==> config.mk <==
export PLATFORM = sky130hd
export DESIGN_NAME = gfa_queue
export DESIGN_NICKNAME = d
export VERILOG_FILES = /design/src/sv/gfa_pkg.sv /design/src/sv/gfa_queue.sv
export SDC_FILE = /design/constraint.sdc
export NUM_CORES = 1
export LEC_CHECK = 0
export BUFFER_PORTS_ARGS = -buffer_cell sky130_fd_sc_hd__buf_2
export CAP_MARGIN = 20
export CELL_PAD_IN_SITES_DETAIL_PLACEMENT = 1
export CELL_PAD_IN_SITES_GLOBAL_PLACEMENT = 1
export CORE_UTILIZATION = 40
export DETAILED_ROUTE_END_ITERATION = 16
export PLACE_DENSITY_LB_ADDON = 0.1
export SYNTH_ARGS = -nofsm -noshare
export SYNTH_HDL_FRONTEND = slang
export SYNTH_SLANG_ARGS = --single-unit
==> constraint.sdc <==
create_clock -name aclk -period 9.1 [get_ports aclk]
set_input_delay 2.73 -clock aclk [delete_from_list [all_inputs] [get_ports aclk]]
set_output_delay 2.73 -clock aclk [all_outputs]
set_load 0.01 [all_outputs]
==> src/sv/gfa_pkg.sv <==
// shared types and constants for the gravity force accumulator
package gfa_pkg;

    // configuration register indexes
    typedef enum logic [2:0] {
        CFG_OWN_POS_X     = 3'd0,
        CFG_OWN_POS_Y     = 3'd1,
        CFG_OWN_POS_Z     = 3'd2,
        CFG_OWN_MASS      = 3'd3,
        CFG_OWN_DIAMETER  = 3'd4,
        CFG_GRAV_CONSTANT = 3'd5
    } cfg_index_t;

    localparam int CFG_ADDR_W  = 3;
    localparam int QUEUE_DEPTH = 2;
    localparam int QPTR_W      = $clog2(QUEUE_DEPTH);
    localparam int QCNT_W      = QPTR_W + 1;

    localparam logic signed [47:0] FORCE_MAX = 48'sh7FFF_FFFF_FFFF;
    localparam logic signed [47:0] FORCE_MIN = 48'sh8000_0000_0000;

    // configuration register file contents
    typedef struct packed {
        logic signed [31:0] own_pos_x;
        logic signed [31:0] own_pos_y;
        logic signed [31:0] own_pos_z;
        logic [31:0]        own_mass;
        logic [31:0]        own_diameter;
        logic [31:0]        grav_constant;
    } cfg_t;

    // classified body waiting for the arithmetic back end
    typedef struct packed {
        logic [32:0] mag_x;
        logic [32:0] mag_y;
        logic [32:0] mag_z;
        logic        neg_x;
        logic        neg_y;
        logic        neg_z;
        logic [31:0] other_mass;
        logic [32:0] diam_sum;
        logic        has_gravity;
        logic        zero_dist;
        logic        last_body;
    } entry_t;

    // one result beat
    typedef struct packed {
        logic signed [47:0] pair_force_x;
        logic signed [47:0] pair_force_y;
        logic signed [47:0] pair_force_z;
        logic               merge_hit;
        logic signed [47:0] total_force_x;
        logic signed [47:0] total_force_y;
        logic signed [47:0] total_force_z;
        logic               frame_done;
    } result_t;

    // back end sequencer states
    typedef enum logic [3:0] {
        ST_IDLE,
        ST_MUL,
        ST_SCALE,
        ST_QSET,
        ST_QDIV,
        ST_CMUL,
        ST_CSET,
        ST_CDIV,
        ST_OUT
    } back_state_t;

endpackage

==> src/sv/gfa_queue.sv <==
// short queue between front and back end
module gfa_queue (
    input  logic            aclk,
    input  logic            aresetn,
    input  logic            push,
    input  gfa_pkg::entry_t push_entry,
    output logic            not_full,
    input  logic            pop,
    output gfa_pkg::entry_t pop_entry,
    output logic            not_empty
);
    import gfa_pkg::*;

    entry_t             slot_reg [QUEUE_DEPTH];
    logic [QPTR_W-1:0]  wr_ptr_reg, rd_ptr_reg;
    logic [QCNT_W-1:0]  count_reg;
    logic               do_push, do_pop;

    assign not_full  = count_reg != QCNT_W'(QUEUE_DEPTH);
    assign not_empty = count_reg != '0;
    assign do_push   = push && not_full;
    assign do_pop    = pop && not_empty;
    assign pop_entry = slot_reg[rd_ptr_reg];

    // pointers and fill count
    always_ff @(posedge aclk) begin
        if (!aresetn) begin
            wr_ptr_reg <= '0;
            rd_ptr_reg <= '0;
            count_reg  <= '0;
        end else begin
            if (do_push) wr_ptr_reg <= wr_ptr_reg + QPTR_W'(1);
            if (do_pop)  rd_ptr_reg <= rd_ptr_reg + QPTR_W'(1);
            if (do_push && !do_pop)      count_reg <= count_reg + QCNT_W'(1);
            else if (!do_push && do_pop) count_reg <= count_reg - QCNT_W'(1);
        end
    end

    // storage
    always_ff @(posedge aclk) begin
        if (do_push) slot_reg[wr_ptr_reg] <= push_entry;
    end

endmodule

# After elaboration in Yosys (flattened, before gate mapping)
# Memory sizes are Yosys's and may differ from the RTL's. A register that Yosys moved wholly into a read port is not among the register bits.
# Cells that the tools add are included.
[classes]
addsub = 4
n_eq_ne = 1
n_reduce_logical = 8
n_mux = 6
[op_table]
columns = ["cell", "count"]
rows = [
  ["$logic_and 1x1->1", 4],
  ["$mux 1", 4],
  ["$mux 2", 2],
  ["$reduce_bool 2->1", 2],
  ["$add 1x1->1 const B", 2],
  ["$add 2x1->2 const B", 1],
  ["$logic_not 1->1", 2],
  ["$ne 2x2->1 const B", 1],
  ["$sub 2x1->2 const B", 1],
]
[word_totals]
out_inout_bits = 172
ramBits = 340
word_cells = 23
inputBits = 174
regBits = 4
n_memories = 1
[mem_list]
columns = ["memory", "depth", "word_bits", "read_ports", "rd_ports_with_merged_regs", "write_ports", "line_no", "rtl"]
rows = [
  ["slot_reg", 2, 170, 1, 1, 1, "gfa_queue.sv:14", "entry_t slot_reg [QUEUE_DEPTH];"],
]

# Logic depth before layout (Yosys ltp)
[logic_depth]
ltp_word = 6
depth_mapped = 6
depth_no_buf = 6

# Least setup slack after synthesis
# No wires, ideal clock.
[synth_path]
path_kind = "input to register"
startpoint = "in push"
endpoint = "mem slot_reg[1][0] in the netlist's numbering (enable)"
path_slack_ns = 1.875
path_stages = 1
setup_ns = 0.552
t_required_ns = 8.548
n_path_buf = 0
t_arrival_ns = 6.673
cell_sequence = "and3_1"
[synth_between]
elab_chain_cells = 3
[synth_rtl]
columns = ["element", "line_no", "rtl"]
rows = [
  ["from (decl)", "gfa_queue.sv:5", "input logic push,"],
  ["$logic_and 1x1->1", "gfa_queue.sv:21", "assign do_push = push && not_full;"],
  ["$mux 1", "gfa_queue.sv:41", "if (do_push) slot_reg[wr_ptr_reg] <= push_entry;"],
  ["$mux 1 (not written as such)", "gfa_queue.sv:41", ""],
  ["to (decl)", "gfa_queue.sv:14", ""],
]
# No other way between the ends.

==> key figures <==
Layout
  – Share of cells above drive strength 1: 60.9%
  – Area growth from synthesis to layout: 26.3%
  – Most common cell after layout, fill and taps aside: buf_2
  – Nets@finish: 1102
  – Post-route core utilization: 51.5%
  – Most frequent cells in the layout: buf_2 (345), edfxtp_1 (340), mux2_4 (100), mux2_2 (70), clkbuf_16 (41)
  – Max reg flops: 340

Timing
  – Final min period: 5900 ps
  – Final hold viol count: 0
  – RSZ-0062 raised after global routing: no
  – Final slew viol count: 0
  – Slew @ Worst Pin: 916 ps
  – Setup violations, final: 0
  – Setup Skew: 11.0 ps
  – Relative slew slack: 38.9%
  – Period Utilization, post-route: 64.8%
  – Fmax: 170 MHz
  – Setup TNS: 0 ps
  – Post-route setup slack: 3200 ps

Global routing
  – Initial antenna violation count: 9
  – GRT Total Usage: 16.5%
  – First-pass GRT wire length: 41300 um
  – GRT overflow: 0
  – Largest net degree at the start of global routing: 93
  – Vias in the first global route: 7085

Yosys
  – Yosys reg bits: 345
  – Seq/Total Area, Yosys: 79.8%
  – Synthesized cell area: 12900 um2
  – Synth warnings: 0
  – Asr flop ratio synth: 0%
  – Post-synth cell types: 21
  – Mapped Cells: 553
  – Synth Net Count: 728
  – Top_reg_cell synth: edfxtp_1
  – Post-synth EDFFs: 340
  – Avg Inst Size Synth: 23.3 um2

Hold path
  – Worst hold path type: flip-flop to flip-flop
  – Min-Delay Path Depth: 2
  – Hold_sp: count_reg[1]$_SDFFE_PN0P_

Die
  – Die height: 182 um
  – Core area: 31600 um2
  – I/O pin total: 346
  – Die W: 182 um
  – Die area: 33000 um2
  – Initial Util: 40.8%
  – Row count: 65

Setup path
  – Crit Path Max Fanout: 48
  – Reg2Reg Depth: 5
  – Critical path arrival: 3170 ps
  – Worst R2R Start: count_reg[0]$_SDFFE_PN0P_
  – Crit path capture type: output pin
  – Worst setup SP type: flip-flop
  – CP Class: flip-flop to output pin
  – Crit path required time: 6370 ps

Place
  – DP Wirelength: 18800 um
  – Pre-CTS setup slack: 3690 ps
  – Port bufs: 345
  – Gpl congestion: 0.753

Clock tree
  – Max clock buf depth: 3
  – Cts repair resizes: 0
  – # H-tree levels: 2
  – CTS Root Cell: clkbuf_16
  – Reg clk slew, reported paths: 60 ps
  – Clock Latency Late Sink: 510 ps
  – Clock sink count: 345
  – # Post-CTS Setup Buffers: 0
  – CTS tree: done
  – TritonCTS buffer count: 38
  – # hold bufs at CTS: 0

Power and ir drop
  – Pwr Density: 286 nW/um2
  – Leakage power: 6.25 nW
  – Peak supply drop: 0.138 mV
  – Total Power: 4.66 mW

Drt
  – DR WL/cell: 20.2 um
  – Final WL: 27400 um
  – Post-route ant nets: 0
  – Vias: 6400
  – # DRC: 0
  – DRT Pass-1 Iters: 4
  – Vias/cell: 4.71
  – 1st-iter DRT viols: 259

Run status
  – Outcome: finished clean

Job
  – Max-cap violations: 0
[final timing paths]
path	end	slack, ps
setup / recovery	pop_entry[79]	3200
hold / removal	count_reg[1]$_SDFFE_PN0P_	570
setup reg to reg	slot_reg[0][9]$_DFFE_PP_	6470
hold reg to reg	count_reg[1]$_SDFFE_PN0P_	570
[per-layer routing]
metal  track usage, %  vias up  wire length, um
li1                 -     2961                -
met1             19.1     3147            10900
met2             28.6      244            13700
met3             6.30       40             2320
met4             4.34        8              431
met5                0        -               48
[metrics by stage]
stage / cell area (um2) / hold slack (ps) / std cells
floorplan: 12900 / 512 / 553
global placement: 15000 / 533 / 1287
detailed placement: 15000 / 561 / 1287
CTS: 16200 / 569 / 1352
global route: 16300 / 618 / 1355
finish: 16300 / 566 / 1358
[synth_stat cells (all sizes together) (2+ instances only)]
cell type,number,share of area (%)
a21boi,2,0.12
edfxtp,340,79
and2,4,0.19
xnor2,2,0.14
dfxtp,5,0.78
mux2,170,18
o21ai,2,0.077
buf,19,1.3
[logic make-up after synthesis]
kind of cell             after synthesis  share of synthesized area, %
AND/OR/NAND/NOR                        9                         0.504
adder cells (fa/ha/maj)                1                        0.0969
buffers and inverters                 20                          1.35
flip-flops                           345                          79.8
multiplexers                         170                          17.7
AO/OA/AOI/OAI                          5                         0.271
XOR/XNOR                               3                         0.204
[power by group]
part / internal [mW] / switching (mW) / total (mW)
clock: 0.909 / 0.572 / 1.48
sequential: 1.99 / 0.0733 / 2.06
combinational: 0.555 / 0.560 / 1.11
total: 3.45 / 1.21 / 4.66
[final cells by class]
class	instances	area, um2
multi-input combinational	188	2430
inverter	1	8.76
fill	2923	15300
tap	402	503
sequential	345	10300
antenna	4	10.0
clock inverter	13	135
clock buffer	52	1080
timing repair buffer	353	1830
[critical path: stages, from the launching register on]
cell	delay [ps]
dfxtp_4	640
buf_4	680
buf_4	740
mux2_4	350
buf_2	140
(Power assumes the default switching activity.)
