**config.mk**
```make
export PLATFORM = sky130hd
export DESIGN_NAME = gfa_front
export DESIGN_NICKNAME = d
export VERILOG_FILES = /design/src/sv/gfa_pkg.sv /design/src/sv/gfa_front.sv
export SDC_FILE = /design/constraint.sdc
export NUM_CORES = 1
export LEC_CHECK = 0
export ABC_AREA = 1
export BUFFER_PORTS_ARGS = -buffer_cell sky130_fd_sc_hd__buf_2
export CAP_MARGIN = 5
export CELL_PAD_IN_SITES_DETAIL_PLACEMENT = 0
export CELL_PAD_IN_SITES_GLOBAL_PLACEMENT = 1
export CORE_MARGIN = 10
export CORE_UTILIZATION = 35
export DETAILED_ROUTE_END_ITERATION = 12
export PLACE_DENSITY_LB_ADDON = 0.08
export SLEW_MARGIN = 20
export SYNTH_ARGS = -nofsm -noshare
export SYNTH_HDL_FRONTEND = slang
export SYNTH_SLANG_ARGS = --single-unit
```
**constraint.sdc**
```tcl
create_clock -name vclk -period 5.2
set_input_delay 0.78 -clock vclk [all_inputs]
set_output_delay 0.78 -clock vclk [all_outputs]
set_load 0.01 [all_outputs]
```
**src/sv/gfa_pkg.sv**
```systemverilog
// shared types and constants for the gravity force accumulator
package gfa_pkg;

    // configuration register indexes
    typedef enum logic [2:0] {
        CFG_OWN_POS_X     = 3'd0,
        CFG_OWN_POS_Y     = 3'd1,
        CFG_OWN_POS_Z     = 3'd2,
        CFG_OWN_MASS      = 3'd3,
        CFG_OWN_DIAMETER  = 3'd4,
        CFG_GRAV_CONSTANT = 3'd5
    } cfg_index_t;

    localparam int CFG_ADDR_W  = 3;
    localparam int QUEUE_DEPTH = 2;
    localparam int QPTR_W      = $clog2(QUEUE_DEPTH);
    localparam int QCNT_W      = QPTR_W + 1;

    localparam logic signed [47:0] FORCE_MAX = 48'sh7FFF_FFFF_FFFF;
    localparam logic signed [47:0] FORCE_MIN = 48'sh8000_0000_0000;

    // configuration register file contents
    typedef struct packed {
        logic signed [31:0] own_pos_x;
        logic signed [31:0] own_pos_y;
        logic signed [31:0] own_pos_z;
        logic [31:0]        own_mass;
        logic [31:0]        own_diameter;
        logic [31:0]        grav_constant;
    } cfg_t;

    // classified body waiting for the arithmetic back end
    typedef struct packed {
        logic [32:0] mag_x;
        logic [32:0] mag_y;
        logic [32:0] mag_z;
        logic        neg_x;
        logic        neg_y;
        logic        neg_z;
        logic [31:0] other_mass;
        logic [32:0] diam_sum;
        logic        has_gravity;
        logic        zero_dist;
        logic        last_body;
    } entry_t;

    // one result beat
    typedef struct packed {
        logic signed [47:0] pair_force_x;
        logic signed [47:0] pair_force_y;
        logic signed [47:0] pair_force_z;
        logic               merge_hit;
        logic signed [47:0] total_force_x;
        logic signed [47:0] total_force_y;
        logic signed [47:0] total_force_z;
        logic               frame_done;
    } result_t;

    // back end sequencer states
    typedef enum logic [3:0] {
        ST_IDLE,
        ST_MUL,
        ST_SCALE,
        ST_QSET,
        ST_QDIV,
        ST_CMUL,
        ST_CSET,
        ST_CDIV,
        ST_OUT
    } back_state_t;

endpackage

```
**src/sv/gfa_front.sv**
```systemverilog
// front end: offset vector, magnitudes and classification of one body
module gfa_front (
    input  gfa_pkg::cfg_t       cfg,
    input  logic signed [31:0]  other_pos_x,
    input  logic signed [31:0]  other_pos_y,
    input  logic signed [31:0]  other_pos_z,
    input  logic [31:0]         other_mass,
    input  logic [31:0]         other_diameter,
    input  logic                has_gravity,
    input  logic                last_body,
    output gfa_pkg::entry_t     entry
);
    import gfa_pkg::*;

    logic [32:0] dx, dy, dz;

    // 33-bit offsets in centimetres
    assign dx = {other_pos_x[31], other_pos_x} - {cfg.own_pos_x[31], cfg.own_pos_x};
    assign dy = {other_pos_y[31], other_pos_y} - {cfg.own_pos_y[31], cfg.own_pos_y};
    assign dz = {other_pos_z[31], other_pos_z} - {cfg.own_pos_z[31], cfg.own_pos_z};

    // split into sign and magnitude, flag coincident bodies
    always_comb begin
        entry.neg_x       = dx[32];
        entry.neg_y       = dy[32];
        entry.neg_z       = dz[32];
        entry.mag_x       = dx[32] ? (~dx + 33'd1) : dx;
        entry.mag_y       = dy[32] ? (~dy + 33'd1) : dy;
        entry.mag_z       = dz[32] ? (~dz + 33'd1) : dz;
        entry.other_mass  = other_mass;
        entry.diam_sum    = {1'b0, cfg.own_diameter} + {1'b0, other_diameter};
        entry.has_gravity = has_gravity;
        entry.zero_dist   = (dx == '0) && (dy == '0) && (dz == '0);
        entry.last_body   = last_body;
    end

endmodule

```
Word-level counts from Yosys, hierarchy flattened
Cells that the tools add are included.
{ "word_totals": {"register_bits": 0, "latchBits": 0, "ramBits": 0, "romBits": 0, "input_bits": 354, "output_inout_bits": 170, "elab_cells": 18, "n_memories": 0} }
{ "op_classes": {"addsub": 7, "n_mul": 0, "div": 0, "magnitude_cmp": 0, "eq_ne": 0, "n_shift": 0, "mux": 3, "bitwise_logic": 3, "n_reduce_logical": 5} }
{ "op_table": {"columns": ["operator", "count"], "rows": [
  ["$add 33x1->33 const B", 3],
  ["$logic_not 33->1", 3],
  ["$mux 33", 3],
  ["$not 33->33", 3],
  ["$sub 32x32->33", 3],
  ["$add 32x32->33", 1],
  ["$logic_and 1x1->1", 2]
]} }

Logic depth before layout (Yosys ltp)
Gate-level depths: netlist of run 1.
{ "logic_depth": {"ltp_word": 4, "mapped_depth": 23, "depth_no_buf": 22} }

Worst setup path before layout of run 1
OpenSTA, ideal clock, no wires.
{ "synth_path": {"path_type": "input to output", "start": "input port other_pos_z[0]", "end": "output port entry[103] (netlist bit)", "arrival_ns": 2.916, "t_required_ns": 4.420, "slack_ns": 1.504, "stages": 18, "path_buffers": 0, "path_cell_list": "inv_1 > ha_1 > inv_1 > fa_1 > inv_1 > ha_1 > inv_1 > nor2_1 > nand3_1 > nor2_1 > nand2_1 > nor2_2 > nand2_1 > nor2_4 > nand3_2 > clkinv_2 > nand2_2 > nor3_1"} }
{ "synth_lines": {"columns": ["element", "line_no", "source"], "rows": [
  ["from (decl)", "gfa_front.sv:6", "input logic signed [31:0] other_pos_z,"],
  ["to (decl)", "gfa_front.sv:11", "output gfa_pkg::entry_t entry"]
]} }

==> summary.md, run 1 <==
| Metric | Value |
|---|---|
| Outcome | `finished clean` |
| Synth area leader | `nand2_1` |
| Setup_tns | `0 ps` |
| Sequential Area | `0 sq um` |
| Grt total ovfl | `0` |
| Most frequent cells in the layout | `nand2_1, inv_1, buf_2, nor2_1, nand3_1` |
| HP Class | `input pin to output pin` |
| Worst Hold Endpoint | `entry[50]` |
| ANT nets after route | `0` |
| Post-Route WL | `49600 um` |
| HPWL after detailed placement | `45800 um` |
| Maxcap violations | `0` |
| Number of global-route vias before repair | `between 15000 and 20000` |
| Num sequential | `0` |
| Layout cell share with drive strength beyond 1 | `17.4%` |
| Initial DRT Pass Iterations | `5` |
| Post-synthesis adder-cell area fraction | `13.6%` |
| Min-Delay Startpoint | `other_mass[14]` |
| Startpoint Class | `input pin` |
| Top cells by area, synth | `nand2_1, inv_1, ha_1, nand3_1, nor2_1` |
| Die W | `approximately 210 um` |
| Sequential share of the synthesized area | `0%` |
| Finished Layout Cells | `3431` |
| Row count | `70` |
| Number of clock buffers in the layout | `0` |
| Leak Pwr | `9.79 nW` |
| Number of port buffers | `slightly below 400` |
| Nets | `about 3500` |
| Area grow syn2layout | `17.4%` |
| Main combinational cell family by area after synthesis | `simple AND/OR/NAND/NOR gates` |
| DR WL/cell | `14.5 um` |
| Peak supply drop | `84.7 uV` |
| Critical Path End Type | `output pin` |
| GP Congestion | `0.907` |
| Sw Share | `65.4%` |
| Hold buffers post-CTS | `0` |
| Yosys top cell area share | `28.6%` |
| Dpl cells | `3428` |
| RSZ-0062 raised after global routing | `no` |
| Combinational Power Share | `between 90% and 100%` |
| Switching pwr | `around 1.6 mW` |
| Initial antenna violation count | `5` |
| Post-Syn Nets | `3100` |
| Synth Warn # | `0` |
| Post-Synth XOR/XNOR Area | `6.87%` |
| Clock Power Share | `0%` |
| Worst-margin pin slew | `496 ps` |
| Vias | `roughly 16000` |
| Die Y | `212 um` |
| DR iter-0 viols | `878` |
| Die area | `roughly 0.045 sq mm` |
| Flop pwr share | `0%` |
| Worst path arrival time | `3650 ps` |
| All-Layer GR Usage | `21.3%` |
| Post-CTS Setup Repair Bufs | `0` |
| Synth cell types | `45` |
| Placed instance area | `0.0151 sq mm` |
| Data required time of the worst path | `4420 ps` |
| Simple-gate share of the synthesized area | `51.6%` |
| Internal power | `0.859 mW` |
| Critical path type | `input pin to output pin` |
| Slew margin rel. | `66.7%` |
| CP Max Fanout | `28` |
| First-pass GRT wire length | `roughly 79000 um` |
| Max Slew Vio Count | `0` |
| Remaining DRCs | `0` |
| Mapped Avg Cell Area | `4.93 sq um` |
| Initial Util | `35.3%` |
| Fmax | `around 230 MHz` |
| Hold Path Depth | `0` |
| Hold Vio Cnt, Final | `0` |
| Gate Count Post-Synth | `2609` |
| IO Pins | `524` |
| Pin count of the biggest net entering global routing | `29` |
| DR vias/cell | `4.69` |
| Design area | `0.0151 sq mm` |
| Post-synthesis mux area share | `0%` |
| Area of the core | `0.0364 sq mm` |
| Syn Std Cell Area | `0.0129 sq mm` |
| CTS resizes | `0` |
| Crit share post-route | `85.2%` |
| Pwr/cell area | `between 150 and 200 mW/mm^2` |
| Compound-Gate Fraction of Synth Area | `8.47%` |
| Final Setup Violations | `0` |
| Most common cell after layout, fill and taps aside | `nand2_1` |
| Fin crit period | `around 4400 ps` |
==> critical path, stage by stage <==
cell     delay, ps
buf_2          110
ha_1           200
fa_1           390
inv_1          150
nand3_1        110
nand2_1        120
nand2_1         80
nand2_1         80
nand2_1         80
nand2_1        130
nand4_1        130
nand3_1        100
nand2_1         80
inv_2          380
o21ai_0        210
xor2_1         320
buf_2          200
==> per-layer routing <==
layer	track usage, %	share of wire (%)
met2	37.9	47
met5	0	0.026
met1	26.4	45
met3	3.80	6.6
met4	3.17	1.5
==> area by class of cell <==
cell class	instances	area, sq um
diodes	3	7.51
well taps	468	586
multi-input cells	1987	10300
fillers	4315	21300
repair buffers	394	1980
inverters	579	2180
==> cells in the mapped netlist, types with 29 or more instances <==
master,count
o21ai_0,41
nand2_2,40
a21oi_1,108
inv_1,558
xnor2_1,29
xor2_1,70
nor2_1,223
nand4_1,31
nand3_1,169
nand2_1,980
buf_4,38
ha_1,133
==> how the worst max path moves through the flow <==
stage | startpoint | end | slack [ps]
floorplan | other_pos_z[0] | entry[103] | 1500
global placement | cfg[160] | entry[152] | 820
detailed placement | cfg[160] | entry[152] | 790
CTS | cfg[160] | entry[152] | 770
global route | other_pos_x[0] | entry[152] | 410
finish | cfg[160] | entry[152] | 770
==> power groups by stage <==
stage / registers, mW / logic (mW) / clock network, mW
CTS: 0 / 2.50 / 0
floorplan: 0 / 1.62 / 0
finish: 0 / 2.48 / 0.0000000773
global route: 0 / 2.80 / 0.0000000773
global placement: 0 / 2.48 / 0
detailed placement: 0 / 2.49 / 0
==> logic make-up (layout without fill, tap and decap cells) <==
logic type	after synthesis	in the layout
other cells	0	3
compound gates	196	196
simple gates	1554	1554
fa+ha+maj	137	137
xor+xnor	100	100
buf+inv	622	973
==> metrics by stage <==
stage	hold WS [ps]	setup slack (ps)	util [%]	power, mW
6_report	1560	769	41.4	2.48
5_1_grt	1560	405	41.4	2.80
4_1_cts	1560	769	41.4	2.50
3_5_place_dp	1560	788	41.4	2.49
3_3_place_gp	1560	820	41.4	2.48
2_1_floorplan	1650	1500	-	1.62
(Power assumes the default switching activity.)
==> run 2: changes to the inputs <==
- CORE_ASPECT_RATIO: not set -> 1.5
==> run 2 against run 1 <==
Net effect:
- final cell count is 0.35% higher
- die area is 0.35% higher
- cell area hardly changed
- critical path type unchanged
- critical endpoint is now entry[155]
- largest cell class unchanged
==> summary.md, run 2 (synthesis results as in run 1) <==
| Metric | Value |
|---|---|
| HP Class | `input pin to output pin` |
| Maxcap violations | `0 (unchanged)` |
| GP Congestion | `0.940 (+3.7%)` |
| Worst path arrival time | `3730 ps (+80 ps)` |
| Pre-CTS setup slack | `694 ps (-94.3 ps)` |
| Sw Share | `65.5% (about the same)` |
| HPWL after detailed placement | `47000 um (+2.6%)` |
| Slew margin rel. | `63.7% (-2.9 points)` |
| DR iter-0 viols | `754 (-14%)` |
| Grt total ovfl | `0 (unchanged)` |
| Worst-margin pin slew | `543 ps (+47.8 ps)` |
| Most repeated library cell on the critical path | `nand2_1` |
| Critical Path End Type | `output pin` |
| Area occupied by multi-input gates | `0.0103 sq mm (unchanged)` |
| Flop pwr share | `0% (unchanged)` |
| Post-layout util | `41.9% (+0.47 points)` |
| Outcome | `finished clean` |
| Number of port buffers | `392 (unchanged)` |
| Hold Vio Cnt, Final | `0 (unchanged)` |
| CTS resizes | `0 (unchanged)` |
| Vias | `16200 (+0.63%)` |
| Post-Route WL | `50800 um (+2.4%)` |
| Fin crit period | `4510 ps (+75.7 ps)` |
| Max incr delay on CP | `410 ps (+20 ps)` |
| All-Layer GR Usage | `21.3% (about the same)` |
| Data required time of the worst path | `4420 ps (about the same)` |
| Row count | `85 (+21%)` |
| CP Max Fanout | `28 (unchanged)` |
| Layout cell share with drive strength beyond 1 | `17.3% (-0.028 points)` |
| Nets | `3452 (-0.029%)` |
| Slowest cell on the critical path | `fa_1` |
| Placed instance area | `0.0151 sq mm (about the same)` |
| DR WL/cell | `14.8 um (+2.0%)` |
| Switching pwr | `1.63 mW (+0.12%)` |
| Final Setup Violations | `0 (unchanged)` |
| Max Slew Vio Count | `0 (unchanged)` |
| Die W | `176 um (-17%)` |
| Pwr/cell area | `165 mW/mm^2 (about the same)` |
| FILL cells | `4336 (+0.49%)` |
| RSZ-0062 raised after global routing | `no` |
| Setup_tns | `0 ps (unchanged)` |
| Number of global-route vias before repair | `15900 (+0.67%)` |
| Area of the core | `0.0361 sq mm (-1.0%)` |
| Number of clock buffers in the layout | `0 (unchanged)` |
| Most frequent cells in the layout | `nand2_1, inv_1, buf_2, nor2_1, nand3_1` |
| Sequential Area | `0 sq um (unchanged)` |
| Internal power | `0.859 mW (about the same)` |
| Crit share post-route | `86.7% (+1.5 points)` |
| Setup WS post-layout | `693 ps (-75.7 ps)` |
| Hold Path Depth | `0 (unchanged)` |
| Die Y | `255 um (+20%)` |
| Startpoint Class | `input pin` |
| Area grow syn2layout | `17.5% (about the same)` |
| Die area | `0.0450 sq mm (+0.35%)` |
| ANT nets after route | `0 (unchanged)` |
| Remaining DRCs | `0 (unchanged)` |
| Post-CTS Setup Repair Bufs | `0 (unchanged)` |
| Critical-path cell list | `buf_2, ha_1, fa_1, inv_1, nand3_1, nand2_1, nand2_1, nand2_1, nand2_1, nand2_1, nand4_1, nand3_1, nand2_1, inv_2, o21ai_1, xor2_1, inv_1, buf_2` |
| Critical path type | `input pin to output pin` |
| IO Pins | `524 (unchanged)` |
| Hold buffers post-CTS | `0 (unchanged)` |
| Most common cell after layout, fill and taps aside | `nand2_1` |
| Combinational Power Share | `100.0% (about the same)` |
| Pin count of the biggest net entering global routing | `29 (unchanged)` |
| Design area | `0.0151 sq mm (about the same)` |
| DR vias/cell | `4.70 (+0.28%)` |
| Clock Power Share | `0% (unchanged)` |
| First-pass GRT wire length | `79000 um (+0.39%)` |
| Hold WS | `1560 ps (unchanged)` |
| Initial antenna violation count | `6 (+1)` |
| Initial Util | `35.7% (+0.37 points)` |
| Leak Pwr | `9.78 nW (about the same)` |
| Peak supply drop | `84.2 uV (-0.62%)` |
| Initial DRT Pass Iterations | `5 (unchanged)` |
| Fmax | `222 MHz (-1.7%)` |
| Num sequential | `0 (unchanged)` |
[run 2: cell count changes in the layout (fill, tap and decap cells not counted)]
cell / before / now
buf_4: 2 / 1
diode_2: 3 / 6
[run 2: worst max-delay path, delay by kind of cell]
kind,cells,cell delay [ps]
compound gates,1,240
xor+xnor,1,270
fa+ha+maj,2,630
buf+inv,5,830
simple gates,9,970
[run 2: path summary, 6_finish.rpt]
check	start	endpoint	slack [ps]
hold / removal	other_mass[1]	entry[37]	1560
setup / recovery	cfg[160]	entry[155]	690
[run 2: power by group through the flow]
stage	logic, mW	registers [mW]	clock network [mW]
CTS	2.52	0	0
global route	2.79	0	0.000000129
detailed placement	2.50	0	0
global placement	2.50	0	0
floorplan	1.62	0	0
finish	2.49	0	0.000000155
[run 2: area by class of cell]
| cell class | instances | share of cell area (%) |
|---|---|---|
| multi-input combinational | 1987 | 68.5 |
| inverter | 579 | 14.4 |
| timing repair buffer | 393 | 13.0 |
| tap | 478 | 3.96 |
| antenna | 6 | 0.0994 |
[run 2: metrics by stage]
step	instances	total power [mW]
after global routing	3442	2.79
after detailed placement	3437	2.50
after CTS	3437	2.52
after global placement	3437	2.50
final	3443	2.49
after floorplan	2609	1.62
[run 2: layer usage]
layer  share of wire, %  GRT usage (%)
met1                 39           22.5
met2                 54           42.6
met3                5.7           3.63
met4                1.7           3.76
met5                  0              0
==> run 3: changes to the inputs <==
- BUFFER_PORTS_ARGS: -buffer_cell sky130_fd_sc_hd__buf_2 -> -buffer_cell sky130_fd_sc_hd__buf_4
==> run 3 against run 2 <==
Net effect:
- combinational power is 9.2% higher
- routed wire length is 1.1% higher
- power is 9.5% higher
- non-clock buffer count stayed put
- utilization is 2.7 points higher
- fmax is 0.93% lower
- critical path type unchanged
- largest power group unchanged
==> summary.md, run 3 (synthesis results as in run 1) <==
| Metric | Value |
|---|---|
| IO Pins | `524 (unchanged)` |
| Initial Util | `35.7% (unchanged)` |
| GP Congestion | `0.938 (-0.26%)` |
| ANT nets after route | `0 (unchanged)` |
| Post-CTS Setup Repair Bufs | `0 (unchanged)` |
| Post-layout util | `44.6% (+2.7 points)` |
| Nets | `3452 (unchanged)` |
| Worst-margin pin slew | `506 ps (-37.3 ps)` |
| Critical Path End Type | `output pin` |
| Outcome | `finished clean` |
| Min-Delay Startpoint | `other_mass[1]` |
| DR vias/cell | `4.71 (+0.10%)` |
| Fin crit period | `4550 ps (+42.3 ps)` |
| Row count | `85 (unchanged)` |
| Remaining DRCs | `0 (unchanged)` |
| Die Y | `255 um (unchanged)` |
| Fmax | `220 MHz (-0.93%)` |
| Dpl cells | `3437 (unchanged)` |
| Initial antenna violation count | `5 (-1)` |
| Number of global-route vias before repair | `16100 (+1.2%)` |
| Critical-path cell list | `buf_4, ha_1, fa_1, inv_1, nand3_1, nand2_1, nand2_1, nand2_1, nand2_1, nand2_1, nand4_1, nand3_1, nand2_1, inv_2, o21ai_1, xor2_1, inv_1, buf_4` |
| Die W | `176 um (unchanged)` |
| Critical path type | `input pin to output pin` |
| Hold buffers post-CTS | `0 (unchanged)` |
| Pin count of the biggest net entering global routing | `29 (unchanged)` |
| Finished Layout Cells | `3442 (-0.029%)` |
| Data required time of the worst path | `4420 ps (about the same)` |
| DR WL/cell | `14.9 um (+1.1%)` |
| Final Setup Violations | `0 (unchanged)` |
| Leak Pwr | `10.1 nW (+3.4%)` |
| Pwr/cell area | `169 mW/mm^2 (+2.8%)` |
| Worst path arrival time | `3770 ps (+40 ps)` |
| Slew margin rel. | `66.2% (+2.5 points)` |
| Area grow syn2layout | `25.1%` |
| Die area | `0.0450 sq mm (unchanged)` |
| CP Max Fanout | `28 (unchanged)` |
| Max incr delay on CP | `410 ps (about the same)` |
| Most common cell after layout, fill and taps aside | `nand2_1` |
| Number of port buffers | `392 (unchanged)` |
| RSZ-0062 raised after global routing | `no` |
| Most repeated library cell on the critical path | `nand2_1` |
| HP Class | `input pin to output pin` |
| Num sequential | `0 (unchanged)` |
| Hold WS | `1560 ps (unchanged)` |
| Maxcap violations | `0 (unchanged)` |
| Area of the core | `0.0361 sq mm (unchanged)` |
| Number of clock buffers in the layout | `0 (unchanged)` |
| Layout cell share with drive strength beyond 1 | `17.3% (unchanged)` |
| Max Slew Vio Count | `0 (unchanged)` |
| FILL cells | `4183 (-3.5%)` |
| DR iter-0 viols | `781 (+3.6%)` |
| Peak supply drop | `97.2 uV (+15%)` |
| Design area | `0.0161 sq mm (+6.5%)` |
| Setup_tns | `0 ps (unchanged)` |
| Vias | `16200 (+0.074%)` |
| Startpoint Class | `input pin` |
| Worst Hold Endpoint | `entry[37]` |
| Hold Path Depth | `0 (unchanged)` |
| Hold Vio Cnt, Final | `0 (unchanged)` |
| CTS resizes | `0 (unchanged)` |
| HPWL after detailed placement | `47400 um (+0.97%)` |
| Sequential Area | `0 sq um (unchanged)` |
| All-Layer GR Usage | `21.5% (+0.26 points)` |
| Grt total ovfl | `0 (unchanged)` |
| Placed instance area | `0.0161 sq mm (+6.5%)` |
| Slowest cell on the critical path | `fa_1` |
| Area occupied by multi-input gates | `0.0103 sq mm (unchanged)` |
| First-pass GRT wire length | `79600 um (+0.76%)` |
| Post-Route WL | `51400 um (+1.1%)` |
| Crit share post-route | `87.5% (+0.81 points)` |
| Initial DRT Pass Iterations | `5 (unchanged)` |
| Most frequent cells in the layout | `nand2_1, inv_1, buf_4, nor2_1, nand3_1` |
[run 3: cell count changes in the layout (fill, tap and decap cells not counted)]
| cell | before | now |
|---|---|---|
| buf_2 | 392 | 0 |
| buf_4 | 1 | 393 |
| diode_2 | 6 | 5 |
[run 3: layer usage]
layer,GRT usage [%],routed length (um),part of all wire [%]
met1,22.6,20000,39
met4,5.30,1310,2.6
met2,42.8,27300,53
met3,3.64,2790,5.4
met5,0,0,0
[run 3: cell type report]
cell class                      count  share of cell area (%)
Timing Repair Buffer              393                    18.3
Tap cell                          478                    3.72
Antenna cell                        5                  0.0778
Multi-Input combinational cell   1987                    64.3
Inverter                          579                    13.5
[run 3: worst max path at each step]
| stage | from | end | slack [ps] | cells past startpoint |
|---|---|---|---|---|
| 6_report | cfg[160] | entry[155] | 650 | 18 |
| 5_1_grt | other_pos_x[0] | entry[155] | 330 | 19 |
| 4_1_cts | cfg[160] | entry[155] | 670 | 18 |
| 3_5_place_dp | cfg[160] | entry[155] | 680 | 18 |
| 3_3_place_gp | cfg[160] | entry[155] | 680 | 18 |
| 2_1_floorplan | other_pos_z[0] | entry[103] | 1500 | 18 |
[run 3: worst max-delay path, delay by kind of cell]
family          cells  cell delay, ps
compound gates      1             220
xor+xnor            1             290
fa+ha+maj           2             630
buf+inv             5             830
simple gates        9             990
[run 3: per-stage QoR]
step	power [mW]	worst slack, ps
global route	3.03	335
CTS	2.75	667
global placement	2.73	684
floorplan	1.62	1500
detailed placement	2.73	684
finish	2.72	651
[run 3: where the power goes]
group	total (mW)	switching (mW)	internal (mW)
clock network	0.000000129	0	0.000000129
logic	2.72	1.65	1.07
registers	0	0	0
